[config.mk]
export PLATFORM = sky130hd
export DESIGN_NAME = dns_response_scan
export DESIGN_NICKNAME = d
export VERILOG_FILES = /design/src/dnsrs_pkg.sv /design/src/dnsrs_front.sv /design/src/dnsrs_queue.sv /design/src/dnsrs_back.sv /design/src/dns_response_scan.sv
export VERILOG_INCLUDE_DIRS = /design/src /design/src/src
export SDC_FILE = /design/constraint.sdc
export NUM_CORES = 1
export LEC_CHECK = 0
export BUFFER_PORTS_ARGS = -buffer_cell sky130_fd_sc_hd__clkbuf_2
export CORE_MARGIN = 1.5
export CORE_UTILIZATION = 50
export DETAILED_ROUTE_END_ITERATION = 7
export GPL_ROUTABILITY_DRIVEN = 0
export PLACE_DENSITY = 0.68
export SLEW_MARGIN = 15
export SYNTH_ARGS = -nofsm -noshare
export SYNTH_HDL_FRONTEND = slang
export SYNTH_HIERARCHICAL = 1
export SYNTH_SLANG_ARGS = --single-unit
[constraint.sdc]
create_clock -name clock -period 9.34 [get_ports clock]
set_input_delay 0 -clock clock [delete_from_list [all_inputs] [get_ports clock]]
set_output_delay 0 -clock clock [all_outputs]
set_load 0.01 [all_outputs]
[src/assert_macros.svh]
// ----------------------------------------------------------------------------
// assert_macros.svh
// Shared concurrent assertion macros for the DNS response scanner.
// ----------------------------------------------------------------------------
`ifndef ASSERT_MACROS_SVH
`define ASSERT_MACROS_SVH

// Property holds on every clock edge outside reset
`define ASSERT_ALWAYS(lbl, clk, rst, prop, msg) \
   lbl: assert property (@(posedge clk) disable iff (rst) (prop)) else $error(msg);

// Consequent holds in the cycle after the antecedent
`define ASSERT_NEXT(lbl, clk, rst, ante, cons, msg) \
   lbl: assert property (@(posedge clk) disable iff (rst) (ante) |=> (cons)) \
      else $error(msg);

`endif

[src/dnsrs_pkg.sv]
// ----------------------------------------------------------------------------
// dnsrs_pkg
// Types and constants shared by the DNS response scanner modules.
// ----------------------------------------------------------------------------
package dnsrs_pkg;

   localparam int MAX_MESSAGE_BYTES = 8192;
   localparam int LEN_W   = 14;
   localparam int OFS_W   = $clog2(MAX_MESSAGE_BYTES);
   localparam int CSR_IDX_W = 2;

   localparam logic [CSR_IDX_W-1:0] CSR_MAX_TTL      = 2'd0;
   localparam logic [CSR_IDX_W-1:0] CSR_CACHE_ENABLE = 2'd1;

   localparam logic [31:0] MAX_TTL_RESET = 32'd86400;
   localparam logic [LEN_W-1:0] MAX_LEN = LEN_W'(MAX_MESSAGE_BYTES);

   localparam logic [7:0] PTR_MARK    = 8'hc0;
   localparam logic [7:0] MAX_LABEL   = 8'd63;
   localparam logic [15:0] CLASS_IN   = 16'h0001;
   localparam logic [15:0] TYPE_A     = 16'h0001;
   localparam logic [12:0] NAME_SAT   = 13'd8191;

   typedef enum logic [3:0] {
      PH_HEADER, PH_QLEN, PH_QLABEL, PH_QTAIL, PH_ANAME, PH_ALEN,
      PH_ALABEL, PH_APTR, PH_RR, PH_RDATA, PH_END
   } phase_type;

   // One byte handed from the front end to the parser
   typedef struct packed {
      logic [7:0]       msg_byte;
      logic [OFS_W-1:0] offset;
      logic [LEN_W-1:0] size;
      logic             scan;
      logic             is_last;
   } scan_item_type;

endpackage

[src/dnsrs_front.sv]
// ----------------------------------------------------------------------------
// dnsrs_front
// Accepts message bytes, tracks offset and message size, tags each byte.
// ----------------------------------------------------------------------------
module dnsrs_front (
   input  logic                    clock,
   input  logic                    reset,
   input  logic                    req_valid,
   output logic                    req_ready,
   input  logic [7:0]              req_msg_byte,
   input  logic [dnsrs_pkg::LEN_W-1:0] req_msg_length,
   input  logic                    req_is_last,
   output logic                    push,
   output dnsrs_pkg::scan_item_type push_item,
   input  logic                    queue_full
);
   import dnsrs_pkg::*;

   logic             started_ff, started_in;
   logic [LEN_W-1:0] offset_ff, offset_in;
   logic [LEN_W-1:0] size_ff, size_in;
   logic [LEN_W-1:0] cur_size, cur_ofs, capped;
   logic             scan;

   assign req_ready = !queue_full;
   assign push      = req_valid && req_ready;
   assign capped    = (req_msg_length > MAX_LEN) ? MAX_LEN : req_msg_length;
   assign cur_size  = started_ff ? size_ff : capped;
   assign cur_ofs   = started_ff ? offset_ff : '0;
   assign scan      = cur_ofs < cur_size;

   always_comb begin
      push_item.msg_byte = req_msg_byte;
      push_item.offset   = cur_ofs[OFS_W-1:0];
      push_item.size     = cur_size;
      push_item.scan     = scan;
      push_item.is_last  = req_is_last;
      started_in = started_ff;
      offset_in  = offset_ff;
      size_in    = size_ff;
      if (push) begin
         started_in = !req_is_last;
         size_in    = cur_size;
         offset_in  = scan ? cur_ofs + LEN_W'(1) : cur_ofs;
      end
   end

   always_ff @(posedge clock) begin
      if (reset) begin
         started_ff <= 1'b0;
         offset_ff  <= '0;
         size_ff    <= '0;
      end else begin
         started_ff <= started_in;
         offset_ff  <= offset_in;
         size_ff    <= size_in;
      end
   end

endmodule

[src/dnsrs_queue.sv]
// ----------------------------------------------------------------------------
// dnsrs_queue
// Two-entry queue between the front end and the parser.
// ----------------------------------------------------------------------------
module dnsrs_queue (
   input  logic                     clock,
   input  logic                     reset,
   input  logic                     push,
   input  dnsrs_pkg::scan_item_type push_item,
   output logic                     full,
   input  logic                     pop,
   output logic                     head_valid,
   output dnsrs_pkg::scan_item_type head_item
);
   import dnsrs_pkg::*;

   scan_item_type slot_ff [2];
   logic          wr_ptr_ff, wr_ptr_in;
   logic          rd_ptr_ff, rd_ptr_in;
   logic [1:0]    count_ff, count_in;

   assign full       = count_ff == 2'd2;
   assign head_valid = count_ff != 2'd0;
   assign head_item  = slot_ff[rd_ptr_ff];

   always_comb begin
      wr_ptr_in = push ? !wr_ptr_ff : wr_ptr_ff;
      rd_ptr_in = pop  ? !rd_ptr_ff : rd_ptr_ff;
      count_in  = count_ff + 2'(push) - 2'(pop);
   end

   always_ff @(posedge clock) begin
      if (push) begin
         slot_ff[wr_ptr_ff] <= push_item;
      end
   end

   always_ff @(posedge clock) begin
      if (reset) begin
         wr_ptr_ff <= 1'b0;
         rd_ptr_ff <= 1'b0;
         count_ff  <= '0;
      end else begin
         wr_ptr_ff <= wr_ptr_in;
         rd_ptr_ff <= rd_ptr_in;
         count_ff  <= count_in;
      end
   end

endmodule

[src/dnsrs_back.sv]
// ----------------------------------------------------------------------------
// dnsrs_back
// Parses header, question and answers one byte a cycle unless rsp stalls; registers results.
// ----------------------------------------------------------------------------
`include "assert_macros.svh"
module dnsrs_back (
   input  logic                     clock,
   input  logic                     reset,
   input  logic                     head_valid,
   input  dnsrs_pkg::scan_item_type head_item,
   output logic                     pop,
   input  logic [31:0]              max_ttl,
   input  logic                     cache_enable,
   output logic                     rsp_valid,
   input  logic                     rsp_ready,
   output logic                     rsp_kind,
   output logic [7:0]               rsp_domain_char,
   output logic                     rsp_cacheable,
   output logic                     rsp_well_formed,
   output logic [31:0]              rsp_min_ttl,
   output logic [15:0]              rsp_answer_total,
   output logic [dnsrs_pkg::LEN_W-1:0] rsp_answer_bytes,
   output logic [dnsrs_pkg::LEN_W-1:0] rsp_forward_length,
   output logic [12:0]              rsp_domain_length
);
   import dnsrs_pkg::*;

   phase_type        phase_ff, phase_in;
   logic [7:0]       label_ff, label_in;
   logic [3:0]       fidx_ff, fidx_in;
   logic [31:0]      acc_ff, acc_in;
   logic             flags_ff, flags_in;
   logic [15:0]      expected_ff, expected_in;
   logic [15:0]      seen_ff, seen_in;
   logic [31:0]      min_ff, min_in;
   logic [15:0]      rdrem_ff, rdrem_in;
   logic [LEN_W-1:0] astart_ff, astart_in;
   logic [LEN_W-1:0] aend_ff, aend_in;
   logic [12:0]      nlen_ff, nlen_in;
   logic             fault_ff, fault_in;

   logic             out_valid_ff, out_valid_in;
   logic             kind_ff, kind_in;
   logic [7:0]       char_ff, char_in;
   logic             cache_ff, cache_in;
   logic             wf_ff, wf_in;
   logic [31:0]      ttl_ff, ttl_in;
   logic [15:0]      total_ff, total_in;
   logic [LEN_W-1:0] abytes_ff, abytes_in;
   logic [LEN_W-1:0] fwd_ff, fwd_in;
   logic [12:0]      dlen_ff, dlen_in;

   logic             emit, ok;
   logic [7:0]       ch, b;
   logic [17:0]      p_ext, sz_ext, nxt;
   logic [LEN_W-1:0] p_one;

   assign pop = head_valid && (!out_valid_ff || rsp_ready);
   assign b      = head_item.msg_byte;
   assign p_ext  = 18'(head_item.offset);
   assign sz_ext = 18'(head_item.size);
   assign p_one  = LEN_W'(head_item.offset) + LEN_W'(1);

   always_comb begin
      phase_in = phase_ff;  label_in = label_ff;  fidx_in = fidx_ff;
      acc_in = acc_ff;  flags_in = flags_ff;  expected_in = expected_ff;
      seen_in = seen_ff;  min_in = min_ff;  rdrem_in = rdrem_ff;
      astart_in = astart_ff;  aend_in = aend_ff;  nlen_in = nlen_ff;
      fault_in = fault_ff;
      emit = 1'b0;
      ch   = 8'd0;
      nxt  = 18'd0;
      if (pop && head_item.scan) begin
         case (phase_ff)
            PH_HEADER: begin
               if (p_ext == 18'd2) begin
                  flags_in = b[7] && !b[1];
               end else if (p_ext == 18'd4) begin
                  acc_in = {24'd0, b};
               end else if (p_ext == 18'd5) begin
                  if ({acc_ff[7:0], b} != 16'd1) flags_in = 1'b0;
               end else if (p_ext == 18'd6) begin
                  expected_in = {b, 8'd0};
               end else if (p_ext == 18'd7) begin
                  expected_in = {expected_ff[15:8], b};
               end else if (p_ext == 18'd11) begin
                  if (flags_ff && expected_ff != 16'd0) phase_in = PH_QLEN;
                  else begin fault_in = 1'b1; phase_in = PH_END; end
               end
            end
            PH_QLEN: begin
               if (b > MAX_LABEL || p_ext + 18'(b) + 18'd5 > sz_ext) begin
                  fault_in = 1'b1;
                  phase_in = PH_END;
               end else if (b != 8'd0) begin
                  if (nlen_ff != 13'd0) begin
                     emit = 1'b1;
                     ch   = 8'h2e;
                     if (nlen_ff < NAME_SAT) nlen_in = nlen_ff + 13'd1;
                  end
                  label_in = b;
                  phase_in = PH_QLABEL;
               end else begin
                  fidx_in  = 4'd0;
                  acc_in   = 32'd0;
                  phase_in = PH_QTAIL;
               end
            end
            PH_QLABEL: begin
               emit = 1'b1;
               ch   = (b >= 8'h41 && b <= 8'h5a) ? b + 8'd32 : b;
               if (nlen_ff < NAME_SAT) nlen_in = nlen_ff + 13'd1;
               label_in = label_ff - 8'd1;
               if (label_in == 8'd0) phase_in = PH_QLEN;
            end
            PH_QTAIL: begin
               acc_in = {acc_ff[23:0], b};
               if (fidx_ff == 4'd3) begin
                  if (acc_in[15:0] != CLASS_IN || acc_in[31:16] != TYPE_A) begin
                     fault_in = 1'b1;
                     phase_in = PH_END;
                  end else begin
                     astart_in = p_one;
                     min_in    = max_ttl;
                     seen_in   = 16'd0;
                     if (p_ext + 18'd1 >= sz_ext) begin
                        aend_in  = p_one;
                        phase_in = PH_END;
                     end else begin
                        phase_in = PH_ANAME;
                     end
                  end
               end
               fidx_in = fidx_ff + 4'd1;
            end
            PH_ANAME, PH_ALEN: begin
               if (phase_ff == PH_ANAME && b == PTR_MARK) begin
                  if (p_ext + 18'd12 > sz_ext) begin
                     fault_in = 1'b1;
                     phase_in = PH_END;
                  end else begin
                     phase_in = PH_APTR;
                  end
               end else if (b > MAX_LABEL || p_ext + 18'(b) + 18'd11 > sz_ext) begin
                  fault_in = 1'b1;
                  phase_in = PH_END;
               end else if (b != 8'd0) begin
                  label_in = b;
                  phase_in = PH_ALABEL;
               end else begin
                  fidx_in  = 4'd0;
                  phase_in = PH_RR;
               end
            end
            PH_ALABEL: begin
               label_in = label_ff - 8'd1;
               if (label_in == 8'd0) phase_in = PH_ALEN;
            end
            PH_APTR: begin
               fidx_in  = 4'd0;
               phase_in = PH_RR;
            end
            PH_RR: begin
               acc_in = {acc_ff[23:0], b};
               if (fidx_ff == 4'd3) begin
                  if (acc_in[15:0] != CLASS_IN) begin
                     fault_in = 1'b1;
                     phase_in = PH_END;
                  end else begin
                     fidx_in = fidx_ff + 4'd1;
                  end
               end else if (fidx_ff == 4'd9) begin
                  nxt = p_ext + 18'd1 + 18'(acc_in[15:0]);
                  if (nxt > sz_ext) begin
                     fault_in = 1'b1;
                     phase_in = PH_END;
                  end else if (acc_in[15:0] == 16'd0) begin
                     seen_in = seen_ff + 16'd1;
                     if (seen_in >= expected_ff || nxt >= sz_ext) begin
                        aend_in  = nxt[LEN_W-1:0];
                        phase_in = PH_END;
                     end else begin
                        phase_in = PH_ANAME;
                     end
                  end else begin
                     rdrem_in = acc_in[15:0];
                     phase_in = PH_RDATA;
                  end
               end else begin
                  if (fidx_ff == 4'd7 && acc_in < min_ff) min_in = acc_in;
                  fidx_in = fidx_ff + 4'd1;
               end
            end
            PH_RDATA: begin
               rdrem_in = rdrem_ff - 16'd1;
               if (rdrem_in == 16'd0) begin
                  seen_in = seen_ff + 16'd1;
                  if (seen_in >= expected_ff || p_ext + 18'd1 >= sz_ext) begin
                     aend_in  = p_one;
                     phase_in = PH_END;
                  end else begin
                     phase_in = PH_ANAME;
                  end
               end
            end
            default: ;
         endcase
      end

      ok = phase_in == PH_END && !fault_in;
      out_valid_in = out_valid_ff && !rsp_ready;
      kind_in = kind_ff;  char_in = char_ff;  cache_in = cache_ff;  wf_in = wf_ff;
      ttl_in = ttl_ff;  total_in = total_ff;  abytes_in = abytes_ff;
      fwd_in = fwd_ff;  dlen_in = dlen_ff;
      if (pop && head_item.is_last) begin
         out_valid_in = 1'b1;
         kind_in   = 1'b1;
         char_in   = 8'd0;
         cache_in  = ok && cache_enable;
         wf_in     = ok;
         ttl_in    = min_in;
         total_in  = expected_in;
         abytes_in = ok ? aend_in - astart_in : '0;
         fwd_in    = ok ? aend_in : head_item.size;
         dlen_in   = nlen_in;
         // start the next message from a clean slate
         phase_in = PH_HEADER;  label_in = 8'd0;  fidx_in = 4'd0;  acc_in = 32'd0;
         flags_in = 1'b0;  expected_in = 16'd0;  seen_in = 16'd0;  min_in = max_ttl;
         rdrem_in = 16'd0;  astart_in = '0;  aend_in = '0;  nlen_in = 13'd0;
         fault_in = 1'b0;
      end else if (pop && emit) begin
         out_valid_in = 1'b1;
         kind_in   = 1'b0;
         char_in   = ch;
         cache_in  = 1'b0;
         wf_in     = 1'b0;
         ttl_in    = 32'd0;
         total_in  = 16'd0;
         abytes_in = '0;
         fwd_in    = '0;
         dlen_in   = 13'd0;
      end
   end

   always_ff @(posedge clock) begin
      if (reset) begin
         phase_ff <= PH_HEADER;  label_ff <= '0;  fidx_ff <= '0;  acc_ff <= '0;
         flags_ff <= 1'b0;  expected_ff <= '0;  seen_ff <= '0;
         min_ff <= MAX_TTL_RESET;  rdrem_ff <= '0;  astart_ff <= '0;  aend_ff <= '0;
         nlen_ff <= '0;  fault_ff <= 1'b0;  out_valid_ff <= 1'b0;
      end else begin
         phase_ff <= phase_in;  label_ff <= label_in;  fidx_ff <= fidx_in;
         acc_ff <= acc_in;  flags_ff <= flags_in;  expected_ff <= expected_in;
         seen_ff <= seen_in;  min_ff <= min_in;  rdrem_ff <= rdrem_in;
         astart_ff <= astart_in;  aend_ff <= aend_in;  nlen_ff <= nlen_in;
         fault_ff <= fault_in;  out_valid_ff <= out_valid_in;
      end
   end

   always_ff @(posedge clock) begin
      kind_ff <= kind_in;  char_ff <= char_in;  cache_ff <= cache_in;  wf_ff <= wf_in;
      ttl_ff <= ttl_in;  total_ff <= total_in;  abytes_ff <= abytes_in;
      fwd_ff <= fwd_in;  dlen_ff <= dlen_in;
   end

   assign rsp_valid          = out_valid_ff;
   assign rsp_kind           = kind_ff;
   assign rsp_domain_char    = char_ff;
   assign rsp_cacheable      = cache_ff;
   assign rsp_well_formed    = wf_ff;
   assign rsp_min_ttl        = ttl_ff;
   assign rsp_answer_total   = total_ff;
   assign rsp_answer_bytes   = abytes_ff;
   assign rsp_forward_length = fwd_ff;
   assign rsp_domain_length  = dlen_ff;

   `ASSERT_ALWAYS(a_fault_ends, clock, reset, !fault_ff || phase_ff == PH_END,
      "fault outside end phase")
   `ASSERT_NEXT(a_last_clears, clock, reset, pop && head_item.is_last,
      phase_ff == PH_HEADER && !fault_ff && nlen_ff == 13'd0,
      "state not cleared after last byte")
   `ASSERT_ALWAYS(a_char_quiet, clock, reset, !(out_valid_ff && !kind_ff) ||
      (!cache_ff && !wf_ff && fwd_ff == '0 && dlen_ff == 13'd0),
      "summary fields set on a character")
   `ASSERT_ALWAYS(a_cache_ok, clock, reset, !(out_valid_ff && cache_ff) || wf_ff,
      "cacheable without well formed")

endmodule

[src/dns_response_scan.sv]
// ----------------------------------------------------------------------------
// dns_response_scan
// Streaming DNS response checker: question name out, per-message summary.
// ----------------------------------------------------------------------------
// channel  direction  payload
// req      in         msg_byte, msg_length, is_last (one message byte)
// rsp      out        kind, domain_char or end-of-message summary fields
// csr      in         index, data (0: max_ttl, 1: cache_enable)
//
// One byte per cycle sustained while rsp is not stalled; the front end tags each
// byte as it is accepted into a two-entry queue, and the back end parses the queue
// head and loads any result into the output register at the edge that pops it.
// A byte passes through a queue slot, and its result through the output register.
// Synchronous active-high reset; no clearing pass is needed.
// A stalled rsp channel holds the parser, then fills the queue, then drops req_ready.
// ----------------------------------------------------------------------------
module dns_response_scan (
   input  logic        clock,
   input  logic        reset,
   input  logic        req_valid,
   output logic        req_ready,
   input  logic [7:0]  req_msg_byte,
   input  logic [dnsrs_pkg::LEN_W-1:0] req_msg_length,
   input  logic        req_is_last,
   output logic        rsp_valid,
   input  logic        rsp_ready,
   output logic        rsp_kind,
   output logic [7:0]  rsp_domain_char,
   output logic        rsp_cacheable,
   output logic        rsp_well_formed,
   output logic [31:0] rsp_min_ttl,
   output logic [15:0] rsp_answer_total,
   output logic [dnsrs_pkg::LEN_W-1:0] rsp_answer_bytes,
   output logic [dnsrs_pkg::LEN_W-1:0] rsp_forward_length,
   output logic [12:0] rsp_domain_length,
   input  logic        csr_valid,
   output logic        csr_ready,
   input  logic [dnsrs_pkg::CSR_IDX_W-1:0] csr_index,
   input  logic [31:0] csr_data
);
   import dnsrs_pkg::*;

   logic [31:0]   max_ttl_ff;
   logic          cache_en_ff;
   logic          push, full, pop, head_valid;
   scan_item_type push_item, head_item;

   assign csr_ready = 1'b1;

   always_ff @(posedge clock) begin
      if (reset) begin
         max_ttl_ff  <= MAX_TTL_RESET;
         cache_en_ff <= 1'b1;
      end else if (csr_valid && csr_ready) begin
         case (csr_index)
            CSR_MAX_TTL:      max_ttl_ff  <= csr_data;
            CSR_CACHE_ENABLE: cache_en_ff <= csr_data[0];
            default: ;
         endcase
      end
   end

   dnsrs_front u_front (
      .clock, .reset, .req_valid, .req_ready, .req_msg_byte, .req_msg_length,
      .req_is_last, .push, .push_item, .queue_full(full)
   );

   dnsrs_queue u_queue (
      .clock, .reset, .push, .push_item, .full, .pop, .head_valid, .head_item
   );

   dnsrs_back u_back (
      .clock, .reset, .head_valid, .head_item, .pop,
      .max_ttl(max_ttl_ff), .cache_enable(cache_en_ff),
      .rsp_valid, .rsp_ready, .rsp_kind, .rsp_domain_char, .rsp_cacheable,
      .rsp_well_formed, .rsp_min_ttl, .rsp_answer_total, .rsp_answer_bytes,
      .rsp_forward_length, .rsp_domain_length
   );

endmodule
== Word level (Yosys, flattened, before mapping) ==
Memories as Yosys holds them, arrays and structs flattened. A register that Yosys moved wholly into a read port is not among the register bits.
Index checks and enable logic that the tools add are counted.

* Word-level logic and storage cells: 314
* Output and inout port bits: 103
* Register bits after elaboration: 330
* Memory bits (writable): 74
* Input port bits: 62
* Memories: 1

* $add $sub $neg: 17
* Reduce and logical (&&, ||, !) cells: 56
* Mux-type cells: 154
* Equal/unequal tests: 41
* $lt $le $gt $ge: 14

{| class="wikitable"
|+ Memories
! memory !! depth !! width !! read ports !! clocked after Yosys merged registers in !! wr ports !! line !! text
|-
| u_queue.slot_ff || 2 || 37 || 1 || 1 || 1 || dnsrs_queue.sv:17 || <nowiki>scan_item_type slot_ff [2];</nowiki>
|}

{| class="wikitable"
|+ Operators by type and width
! operator !! number
|-
| $mux W14 || 24
|-
| $mux W16 || 19
|-
| $mux W32 || 9
|-
| $mux W4 || 33
|-
| $mux W24 || 4
|-
| $mux W13 || 7
|-
| $gt A18 B14 Y1 || 4
|-
| $mux W8 || 9
|-
| $pmux W24 S3 || 1
|-
| $pmux W32 S2 || 1
|-
| $eq A13 B3 Y1 const B || 4
|-
| $pmux W16 S3 || 1
|-
| $pmux W14 S3 || 1
|-
| $ge A18 B14 Y1 || 2
|-
| $mux W1 || 36
|-
| $pmux W4 S9 || 1
|-
| $logic_not A16 Y1 || 2
|-
| $lt A32 B32 Y1 || 1
|-
| $ne A16 B1 Y1 const B || 2
|-
| $pmux W16 S2 || 1
|-
| $add A13 B1 Y14 const B || 2
|-
| $pmux W13 S2 || 1
|-
| $pmux W8 S3 || 1
|-
| $eq A4 B3 Y1 const B || 5
|-
| 57 further kinds || 111
|}

== Depth between registers and ports, before layout ==
Gate-level depths: netlist of run 1.

* Depth in word-level cells: 15
* Gate-level depth with buffers: 37
* Mapped depth without buffers: 34

== Cells and area by module ==
Netlist of run 1, hierarchy kept.

{| class="wikitable"
|+ By module, submodules not included
! module !! instances !! area each (um2) !! cells each
|-
| dnsrs_back || 1 || 18552.8 || 2168
|-
| dnsrs_queue || 1 || 3041.7 || 136
|-
| dnsrs_front || 1 || 2055.7 || 288
|-
| dns_response_scan || 1 || 1506.4 || 147
|}

== Worst setup path before layout of run 1 ==
Ideal clock, no wire load.

* Path kind: reg2reg
* From: register (tool-made name)
* To: register u_back.abytes_ff[12] (netlist: u_back/rsp_answer_bytes[12]), data pin
* Path slack: 1539 ps
* Data arrival time: 7544 ps
* Period minus slack after synthesis: 7801 ps
* Stages on the path, launching flop included: 37
* Data required time: 9083 ps
* Library setup time: 257 ps
* Buffers on the path: 3
* Cells stage by stage: dfxtp_1 > buf_6 > buf_12 > mux2_4 > inv_1 > nor3_1 > and3_1 > nand3_1 > xnor2_1 > ha_1 > a2111oi_0 > o21ai_0 > a31o_2 > a21oi_1 > o211ai_1 > ha_1 > nand4_1 > or3_1 > nand2_1 > o311ai_0 > nor4_2 > o21ai_1 > buf_2 > a21oi_1 > ha_1 > inv_1 > fa_1 > a21o_1 > a21oi_1 > o21bai_1 > a21oi_1 > nor2b_1 > o21a_1 > o31a_1 > o41ai_1 > xor2_1 > nor2_1

{| class="wikitable"
|+ RTL lines
! item !! line !! text
|-
| end signal: assignment || dnsrs_back.sv:262 || <nowiki>ttl_ff <= ttl_in; total_ff <= total_in; abytes_ff <= abytes_in;</nowiki>
|-
| end: declaration || dnsrs_back.sv:49 || <nowiki>logic [LEN_W-1:0] abytes_ff, abytes_in;</nowiki>
|}

==> results of run 1 <==
## where the power goes
part | switching (mW) | internal (mW) | total [mW]
clock | 0.770 | 1.07 | 1.84
sequential | 0.202 | 2.19 | 2.39
combinational | 2.41 | 1.35 | 3.76
total | 3.38 | 4.61 | 7.99
## layout by cell type, fill, tap and decap left out, types with 11 or more instances in the layout
master / n
sky130_fd_sc_hd__a211oi_1: 37
sky130_fd_sc_hd__a21o_1: 29
sky130_fd_sc_hd__a21oi_1: 164
sky130_fd_sc_hd__a221o_1: 13
sky130_fd_sc_hd__a221oi_1: 66
sky130_fd_sc_hd__a22oi_1: 31
sky130_fd_sc_hd__a31oi_1: 12
sky130_fd_sc_hd__and2_1: 38
sky130_fd_sc_hd__and3_1: 41
sky130_fd_sc_hd__buf_4: 27
sky130_fd_sc_hd__clkbuf_1: 11
sky130_fd_sc_hd__clkbuf_16: 45
sky130_fd_sc_hd__clkbuf_2: 162
sky130_fd_sc_hd__dfxtp_1: 239
sky130_fd_sc_hd__dlygate4sd3_1: 63
sky130_fd_sc_hd__edfxtp_1: 165
sky130_fd_sc_hd__ha_1: 191
sky130_fd_sc_hd__inv_1: 126
sky130_fd_sc_hd__mux2_2: 37
sky130_fd_sc_hd__mux2_4: 30
sky130_fd_sc_hd__mux2i_1: 75
sky130_fd_sc_hd__nand2_1: 169
sky130_fd_sc_hd__nand2b_1: 97
sky130_fd_sc_hd__nand3_1: 83
sky130_fd_sc_hd__nand3b_1: 16
sky130_fd_sc_hd__nand4_1: 43
sky130_fd_sc_hd__nor2_1: 300
sky130_fd_sc_hd__nor2b_1: 13
sky130_fd_sc_hd__nor3_1: 83
sky130_fd_sc_hd__nor3b_1: 11
sky130_fd_sc_hd__nor4_1: 27
sky130_fd_sc_hd__o211ai_1: 11
sky130_fd_sc_hd__o21a_1: 34
sky130_fd_sc_hd__o21ai_0: 108
sky130_fd_sc_hd__o21bai_1: 14
sky130_fd_sc_hd__xnor2_1: 59
sky130_fd_sc_hd__xor2_1: 45
## synthesized netlist by cell type, drive strengths merged, types with 6 or more instances
master    n
o21bai   14
nand4    44
nand2   173
dfxtp   240
a221o    13
ha      191
edfxtp  165
o22ai     7
clkbuf  121
a31oi    12
mux2     67
or3       8
nor4b     6
nor2    304
nor4     30
nand3b   16
nor3b    13
buf      41
a211oi   37
o21a     34
xnor2    60
o31ai    10
mux2i    75
nand2b   98
xor2     45
o211ai   12
and3     41
a221oi   67
nor3     87
a41oi     6
a21oi   168
o21ai   113
nor2b    15
and4      7
a21o     29
nand3    84
or2       8
and2     39
a22oi    31
inv     126
or4       6
## worst min-delay path, delay by kind of cell
family / cells / cell delay (ps)
buffers and inverters: 1 / 70
AOI/OAI and AO/OA: 2 / 290
and+or+nand+nor: 1 / 210
## routing by layer
metal  track usage  vias up
li1              -    10290
met1         0.372    10551
met2         0.438      972
met3        0.0472      178
met4         0.116        2
met5             0        -
## sequential cells by signal, summed over array words and instances (netlist names), 16 cells and up, named ones only
| register | cells |
|---|---|
| u_queue/slot_ff | 74 |
| u_back/rdrem_ff | 16 |
| max_ttl_ff | 32 |
| u_back/seen_ff | 16 |
| u_back/acc_ff | 24 |
| u_back/expected_ff | 16 |
| u_back/rsp_answer_total | 16 |
| u_back/rsp_min_ttl | 32 |
| u_back/min_ff | 32 |
## kinds of logic after synthesis
family / Yosys count / share of synthesized area
buffers and inverters: 288 / 0.0506
and+or+nand+nor: 986 / 0.197
DFF: 405 / 0.388
AOI/OAI and AO/OA: 617 / 0.165
adders and majority gates: 194 / 0.0974
other: 1 / 0.000149
muxes: 142 / 0.0643
xor gates and xnor gates: 106 / 0.0375
## final cells by class
type / instances / area (µm²)
Clock inverter: 28 / 348
Sequential cell: 405 / 9760
Multi-Input combinational cell: 2046 / 14200
Inverter: 126 / 473
Timing Repair Buffer: 253 / 1660
Fill cell: 4380 / 21400
Clock buffer: 56 / 1170
Tap cell: 672 / 841
## worst paths after layout
check | start | to | slack, ps
max reg2reg | flop | u_back/rsp_answer_bytes[12]$_SDFFCE_PN0P_ | 430
min reg2reg | u_back/rsp_kind$_SDFFE_PP1P_ | u_back/rsp_kind$_SDFFE_PP1P_ | 450
max | flop | u_back/rsp_answer_bytes[12]$_SDFFCE_PN0P_ | 430
min | req_valid | u_front/offset_ff[2]$_SDFFE_PP0P_ | 40
## through the flow
step | hold WS (ps) | area, µm² | cells
after floorplan | 71.6 | 25200 | 2739
after global placement | 204 | 26300 | 3439
after detailed placement | 205 | 26300 | 3439
after CTS | 19.2 | 28400 | 3586
after global routing | 114 | 28500 | 3586
final | 37.7 | 28500 | 3586
## repair_timing
item	4_1_cts	5_1_grt
endpoints found under the hold margin	106	0
resized for setup	0	6
endpoints found under the setup margin	0	5
hold buffers	63	0
buffers inserted	0	0
==> run summary, run 1 <==
GLOBAL ROUTE
-------------------------------------------------------------------------------------
Overall Global Routing Usage ...........................................        0.276
Largest net degree at the start of global routing ......................          116
Number of antenna violations at the first check in global routing ......            2
Overflow left after global routing .....................................            0
Via count of the first global-routing pass .............................        20774
First-pass GRT wire length .............................................       113 mm

STA
-------------------------------------------------------------------------------------
Highest achievable clock rate ..........................................    0.112 GHz
Setup Total Neg Slack ..................................................         0 ps
Actual transition at the worst max-transition pin ......................      1180 ps
Period Utilization, post-route .........................................        0.954
Fin worst setup slack ..................................................       430 ps
Setup repair after global routing missed its margin ....................           no
Hold violation total from the final report .............................            0
Time the worst path needs with I/O delays and setup ....................      8910 ps
Final-report setup violation count .....................................            0
Final setup skew .......................................................      23.2 ps
Final Max Slew Viols ...................................................            0
Remaining max-slew budget at the tightest pin ..........................        0.214

CLOCK TREE
-------------------------------------------------------------------------------------
Clock tree root buffer cell ............................................ sky130_fd_sc_hd__clkbuf_16
Maximum number of buffers from clock root to sink ......................            3
Maximum level of the CTS H-tree ........................................            2
Clock latency of the later-clocked register in the worst-skew pair .....       600 ps
Clock tree from TritonCTS ..............................................        built
CTS sink count .........................................................          405
Worst-path clk slew ....................................................        60 ps
Inserted Clock Buffers .................................................           45

SETUP PATH
-------------------------------------------------------------------------------------
Category of the most critical setup path ...............................   reg -> reg
CP max stage cell ...................................................... sky130_fd_sc_hd__a221o_1
Count of buffering cells on the critical path with inverters included ..            1
Critical path's largest stage delay ....................................       510 ps
Path length in cells of the critical path ..............................           31
Worst setup EP type ....................................................         flop
Most used cell along the critical path ................................. sky130_fd_sc_hd__a21oi_1
Data required time at the worst endpoint ...............................      9680 ps
Launching element type of the critical path ............................         flop
Endpoint arrival time on the critical path .............................      9250 ps
Cell class contributing the biggest share of worst-path delay .......... compound AO/OA/AOI/OAI gates
Largest fanout on the critical path ....................................           14
Worst r2r path cells ...................................................           31

DETAILED ROUTING
-------------------------------------------------------------------------------------
Highest signal layer in the routed design ..............................         met5
Average vias per placed instance .......................................         6.13
WL final ...............................................................      72.5 mm
WL met1 ................................................................      30.9 mm
Count of routing violations after the opening detailed-route iteration .         2030
DR WL/cell .............................................................      20.2 µm
Met3 Routed Length .....................................................      6.06 mm
Iteration count of the initial detailed-routing pass ...................            6
Met2 WL ................................................................      32.8 mm
Total via count in the routed design ...................................        21993
Drc violations .........................................................            0
Number of nets with antenna violations after routing ...................            0

YOSYS
-------------------------------------------------------------------------------------
Mapped cell area .......................................................    25200 µm²
Post-synthesis sequential area ratio ...................................        0.388
Unique masters post-synth ..............................................           95
Flip-flop and latch count after synthesis ..............................          405
Main synth FF type ..................................................... sky130_fd_sc_hd__dfxtp_1
Share of Yosys cell area claimed by the top area cell type .............        0.197
Number of warning messages in the yosys log ............................            6
Cell type with the highest aggregate area in the netlist ............... sky130_fd_sc_hd__edfxtp_1
Average cell area after synthesis ......................................     9.18 µm²
Async set-or-reset flop fraction in the synthesized netlist ............            0
Syn_nets ...............................................................         2995
Cells after Synth ......................................................         2739
Cell types with the largest area share after synthesis ................. sky130_fd_sc_hd__edfxtp_1 (20%), sky130_fd_sc_hd__dfxtp_1 (19%), sky130_fd_sc_hd__ha_1 (9.5%), sky130_fd_sc_hd__nor2_1 (4.5%), sky130_fd_sc_hd__a21oi_1 (3.3%)
Number of flops mapped to enable cells by yosys ........................          165

FLOORPLANNING
-------------------------------------------------------------------------------------
Top-level I/O count ....................................................          165
Core area ..............................................................    49900 µm²
Die X-Extent ...........................................................       227 µm
Die Y-Extent ...........................................................       227 µm
Total die area .........................................................    51700 µm²
Effective utilization at floorplan .....................................        0.505
Placement row count ....................................................           82

PWR
-------------------------------------------------------------------------------------
Power density normalized to cell area ..................................   281 nW/µm²
Total leakage power ....................................................      11.3 nW
Worst-case vdd ir drop .................................................     0.176 mV
Pwr Total ..............................................................      7.99 mW

PLACE
-------------------------------------------------------------------------------------
Number of buffer cells added on primary ports ..........................          163
Place WS ...............................................................       281 ps
Dpl hpwl ...............................................................      49.9 mm

RUN STATUS
-------------------------------------------------------------------------------------
Outcome ................................................................ complete, no violations

CELLS AND AREA
-------------------------------------------------------------------------------------
Area delta synth->final ................................................        13.2%
Fraction of final layout cells with drive strength greater than 1 ......        0.130
Utilization of the core after routing ..................................        0.571
Final Net Count ........................................................         3133
Count of inserted antenna diode cells ..................................            0

MIN PATH
-------------------------------------------------------------------------------------
Hold-critical path depth ...............................................            4
Worst min path class ...................................................    in -> reg

FLOW RUN
-------------------------------------------------------------------------------------
Count of max-cap constraint violations .................................            0

Note: power is estimated with default switching activity, not from simulation.
==> run 2, diff against run 1 <==
- PLACE_DENSITY: 0.68 -> 0.7
==> run summary, run 2 (synthesized netlist as in run 1, its figures left out) <==
DETAILED ROUTING
-------------------------------------------------------------------------------------
Count of routing violations after the opening detailed-route iteration .         2232   +10%
DR WL/cell .............................................................      20.4 µm   +0.78%
Iteration count of the initial detailed-routing pass ...................            7   +1
Average vias per placed instance .......................................         6.15   +0.23%
Drc violations .........................................................            0   unchanged
Number of nets with antenna violations after routing ...................            0   unchanged
Total via count in the routed design ...................................        22056   +0.29%
WL final ...............................................................      73.2 mm   +0.84%

PWR
-------------------------------------------------------------------------------------
Switching Fraction .....................................................        0.420   -0.00274
Proportion of power drawn by the clock network .........................        0.229   about the same
Net switching component of the power ...................................      3.37 mW   -0.29%
Sequential power share .................................................        0.299   about the same
Worst-case vdd ir drop .................................................     0.174 mV   -1.3%
Power density normalized to cell area ..................................   281 nW/µm²   +0.15%
Combinational fraction of design power .................................        0.472   +0.002
Internal cell power ....................................................      4.65 mW   +0.84%
Total leakage power ....................................................      11.3 nW   +0.27%

CLOCK TREE
-------------------------------------------------------------------------------------
Clock latency of the later-clocked register in the worst-skew pair .....       580 ps   -20 ps
Setup repair bufs after CTS ............................................            0   unchanged
Maximum number of buffers from clock root to sink ......................            3   unchanged
Worst-path clk slew ....................................................        60 ps   about the same
Clock tree from TritonCTS ..............................................        built
Clock tree root buffer cell ............................................ sky130_fd_sc_hd__clkbuf_16
Inserted Clock Buffers .................................................           43   -4.4%
Maximum level of the CTS H-tree ........................................            2   unchanged
CTS sink count .........................................................          405   unchanged

SETUP PATH
-------------------------------------------------------------------------------------
Largest fanout on the critical path ....................................           14   unchanged
Category of the most critical setup path ...............................   reg -> reg
Worst setup EP type ....................................................         flop
Launching element type of the critical path ............................         flop
Register-to-register setup slack .......................................       750 ps   +320 ps
Critical path's largest stage delay ....................................       500 ps   about the same
Most used cell along the critical path ................................. sky130_fd_sc_hd__a21oi_1
CP max stage cell ...................................................... sky130_fd_sc_hd__dfxtp_4
Cell class contributing the biggest share of worst-path delay .......... compound AO/OA/AOI/OAI gates
Endpoint arrival time on the critical path .............................      8900 ps   -350 ps
Worst r2r path cells ...................................................           31   unchanged
Data required time at the worst endpoint ...............................      9650 ps   -30 ps
Count of buffering cells on the critical path with inverters included ..            1   unchanged
Worst reg2reg endpoint ................................................. u_back/rsp_answer_bytes[12]$_SDFFCE_PN0P_

FLOORPLANNING
-------------------------------------------------------------------------------------
Die Y-Extent ...........................................................       227 µm   unchanged
Placement row count ....................................................           82   unchanged
Total die area .........................................................    51700 µm²   unchanged
Die X-Extent ...........................................................       227 µm   unchanged
Top-level I/O count ....................................................          165   unchanged
Effective utilization at floorplan .....................................        0.505   unchanged
Core area ..............................................................    49900 µm²   unchanged

CELLS AND AREA
-------------------------------------------------------------------------------------
Fraction of final layout cells with drive strength greater than 1 ......        0.131   +0.000343
Highest-count cells in the layout ignoring fill and taps ............... sky130_fd_sc_hd__nor2_1 (300), sky130_fd_sc_hd__dfxtp_1 (239), sky130_fd_sc_hd__ha_1 (191), sky130_fd_sc_hd__nand2_1 (169), sky130_fd_sc_hd__edfxtp_1 (165)
Most common cell after layout, fill and taps aside ..................... sky130_fd_sc_hd__nor2_1
Final Net Count ........................................................         3136   +0.096%
Area delta synth->final ................................................        13.4%
Utilization of the core after routing ..................................        0.572   +0.00121
Largest reg by FF count ................................................ u_queue/slot_ff
Fin area ...............................................................    28500 µm²   +0.21%
Largest register FFs ...................................................           74   unchanged
Filler cell count ......................................................         4326   -1.2%

GLOBAL ROUTE
-------------------------------------------------------------------------------------
First-pass GRT wire length .............................................       113 mm   +0.46%
Largest net degree at the start of global routing ......................          108   -6.9%
Overflow left after global routing .....................................            0   unchanged
Number of antenna violations at the first check in global routing ......            2   unchanged
Via count of the first global-routing pass .............................        21047   +1.3%
Overall Global Routing Usage ...........................................        0.278   +0.00194

MIN PATH
-------------------------------------------------------------------------------------
Endpoint of the worst hold-timing path ................................. u_front/offset_ff[2]$_SDFFE_PP0P_
Hold wc startpoint .....................................................    req_valid
Hold-critical path depth ...............................................            4   unchanged
Worst min path class ...................................................    in -> reg

STA
-------------------------------------------------------------------------------------
Hold violation total from the final report .............................            0   unchanged
Actual transition at the worst max-transition pin ......................      1190 ps   +9.14 ps
Setup Total Neg Slack ..................................................         0 ps   unchanged
Setup repair after global routing missed its margin ....................           no
Highest achievable clock rate ..........................................    0.116 GHz   +3.7%
Period Utilization, post-route .........................................        0.920   -0.0341
Final setup skew .......................................................      23.1 ps   -0.0914 ps
Fin worst setup slack ..................................................       748 ps   +318 ps
Final-report setup violation count .....................................            0   unchanged
Time the worst path needs with I/O delays and setup ....................      8590 ps   -318 ps
Remaining max-slew budget at the tightest pin ..........................        0.207   -0.00609
Final Max Slew Viols ...................................................            0   unchanged
Worst-case hold slack ..................................................      33.4 ps   -4.26 ps

PLACE
-------------------------------------------------------------------------------------
Number of buffer cells added on primary ports ..........................          163   unchanged
Dpl hpwl ...............................................................      50.6 mm   +1.3%
Place WS ...............................................................       440 ps   +159 ps
Area after DPL .........................................................    26300 µm²   unchanged

FLOW RUN
-------------------------------------------------------------------------------------
Count of max-cap constraint violations .................................            0   unchanged

RUN STATUS
-------------------------------------------------------------------------------------
Outcome ................................................................ complete, no violations

-- run 2: cell types whose count changed in the layout (fill, tap and decap cells not counted), sizes merged --
cell / change
dlygate4sd3: +4
bufinv: +2
clkbuf: -1
diode: +2
clkinv: -1
inv: -5
buf: +1
-- run 2: worst max path at each step --
stage | to | cells after the start | start | slack, ps
floorplan | u_back/rsp_answer_bytes[12]$_SDFFCE_PN0P_ | 36 | flop | 1540
global placement | u_back/rsp_answer_bytes[12]$_SDFFCE_PN0P_ | 33 | flop | 620
detailed placement | u_back/rsp_answer_bytes[12]$_SDFFCE_PN0P_ | 33 | flop | 440
CTS | u_back/rsp_answer_bytes[12]$_SDFFCE_PN0P_ | 33 | flop | 400
global route | u_back/rsp_answer_bytes[12]$_SDFFCE_PN0P_ | 31 | flop | 110
finish | u_back/rsp_answer_bytes[12]$_SDFFCE_PN0P_ | 31 | flop | 750
-- run 2: metal layers --
| layer | global-route usage | up-vias | wire length, µm | part of all wire |
|---|---|---|---|---|
| li1 | - | 10275 | - | - |
| met1 | 0.372 | 10483 | 30700 | 0.42 |
| met2 | 0.438 | 1073 | 32700 | 0.45 |
| met3 | 0.0494 | 225 | 6510 | 0.089 |
| met4 | 0.129 | 0 | 3260 | 0.045 |
| met5 | 0.000949 | - | 0 | 0 |
-- run 2: worst register-to-register path: cells and delay by family, from the launching register on --
kind	cells	cell delay [ps]
buffers and inverters	1	120
and+or+nand+nor	9	1970
muxes	1	270
adders and majority gates	3	1190
DFF	1	500
AOI/OAI and AO/OA	15	3810
xor gates and xnor gates	2	480
-- run 2: final cells by class --
cell class	instances	area [µm²]	share of cell area
inverters	126	473	0.0166
well taps	672	841	0.0295
diodes	2	5.00	0.000175
clock buffers	55	1150	0.0404
repair buffers	258	1720	0.0603
flip-flops and latches	405	9760	0.342
multi-input cells	2046	14200	0.499
clock inverters	24	352	0.0123
-- run 2: power groups by stage --
stage          logic, mW  clock network (mW)  registers [mW]
2_1_floorplan       2.59                   0            2.43
3_3_place_gp        3.50                   0            2.42
3_5_place_dp        3.66                   0            2.43
4_1_cts             3.70                1.86            2.40
5_1_grt             4.13                1.93            2.43
6_report            3.79                1.83            2.40
-- run 2: repair_timing --
item | 4_1_cts | 5_1_grt
endpoints found under the setup margin | 0 | 4
endpoints found under the hold margin | 111 | 0
hold buffers | 67 | 0
gates resized for setup | 0 | 4
-- run 2: per-stage QoR --
stage	power, mW	instances
after global placement	5.92	3439
after detailed placement	6.09	3439
final	8.02	3588
after CTS	7.96	3585
after global routing	8.48	3587
after floorplan	5.02	2739
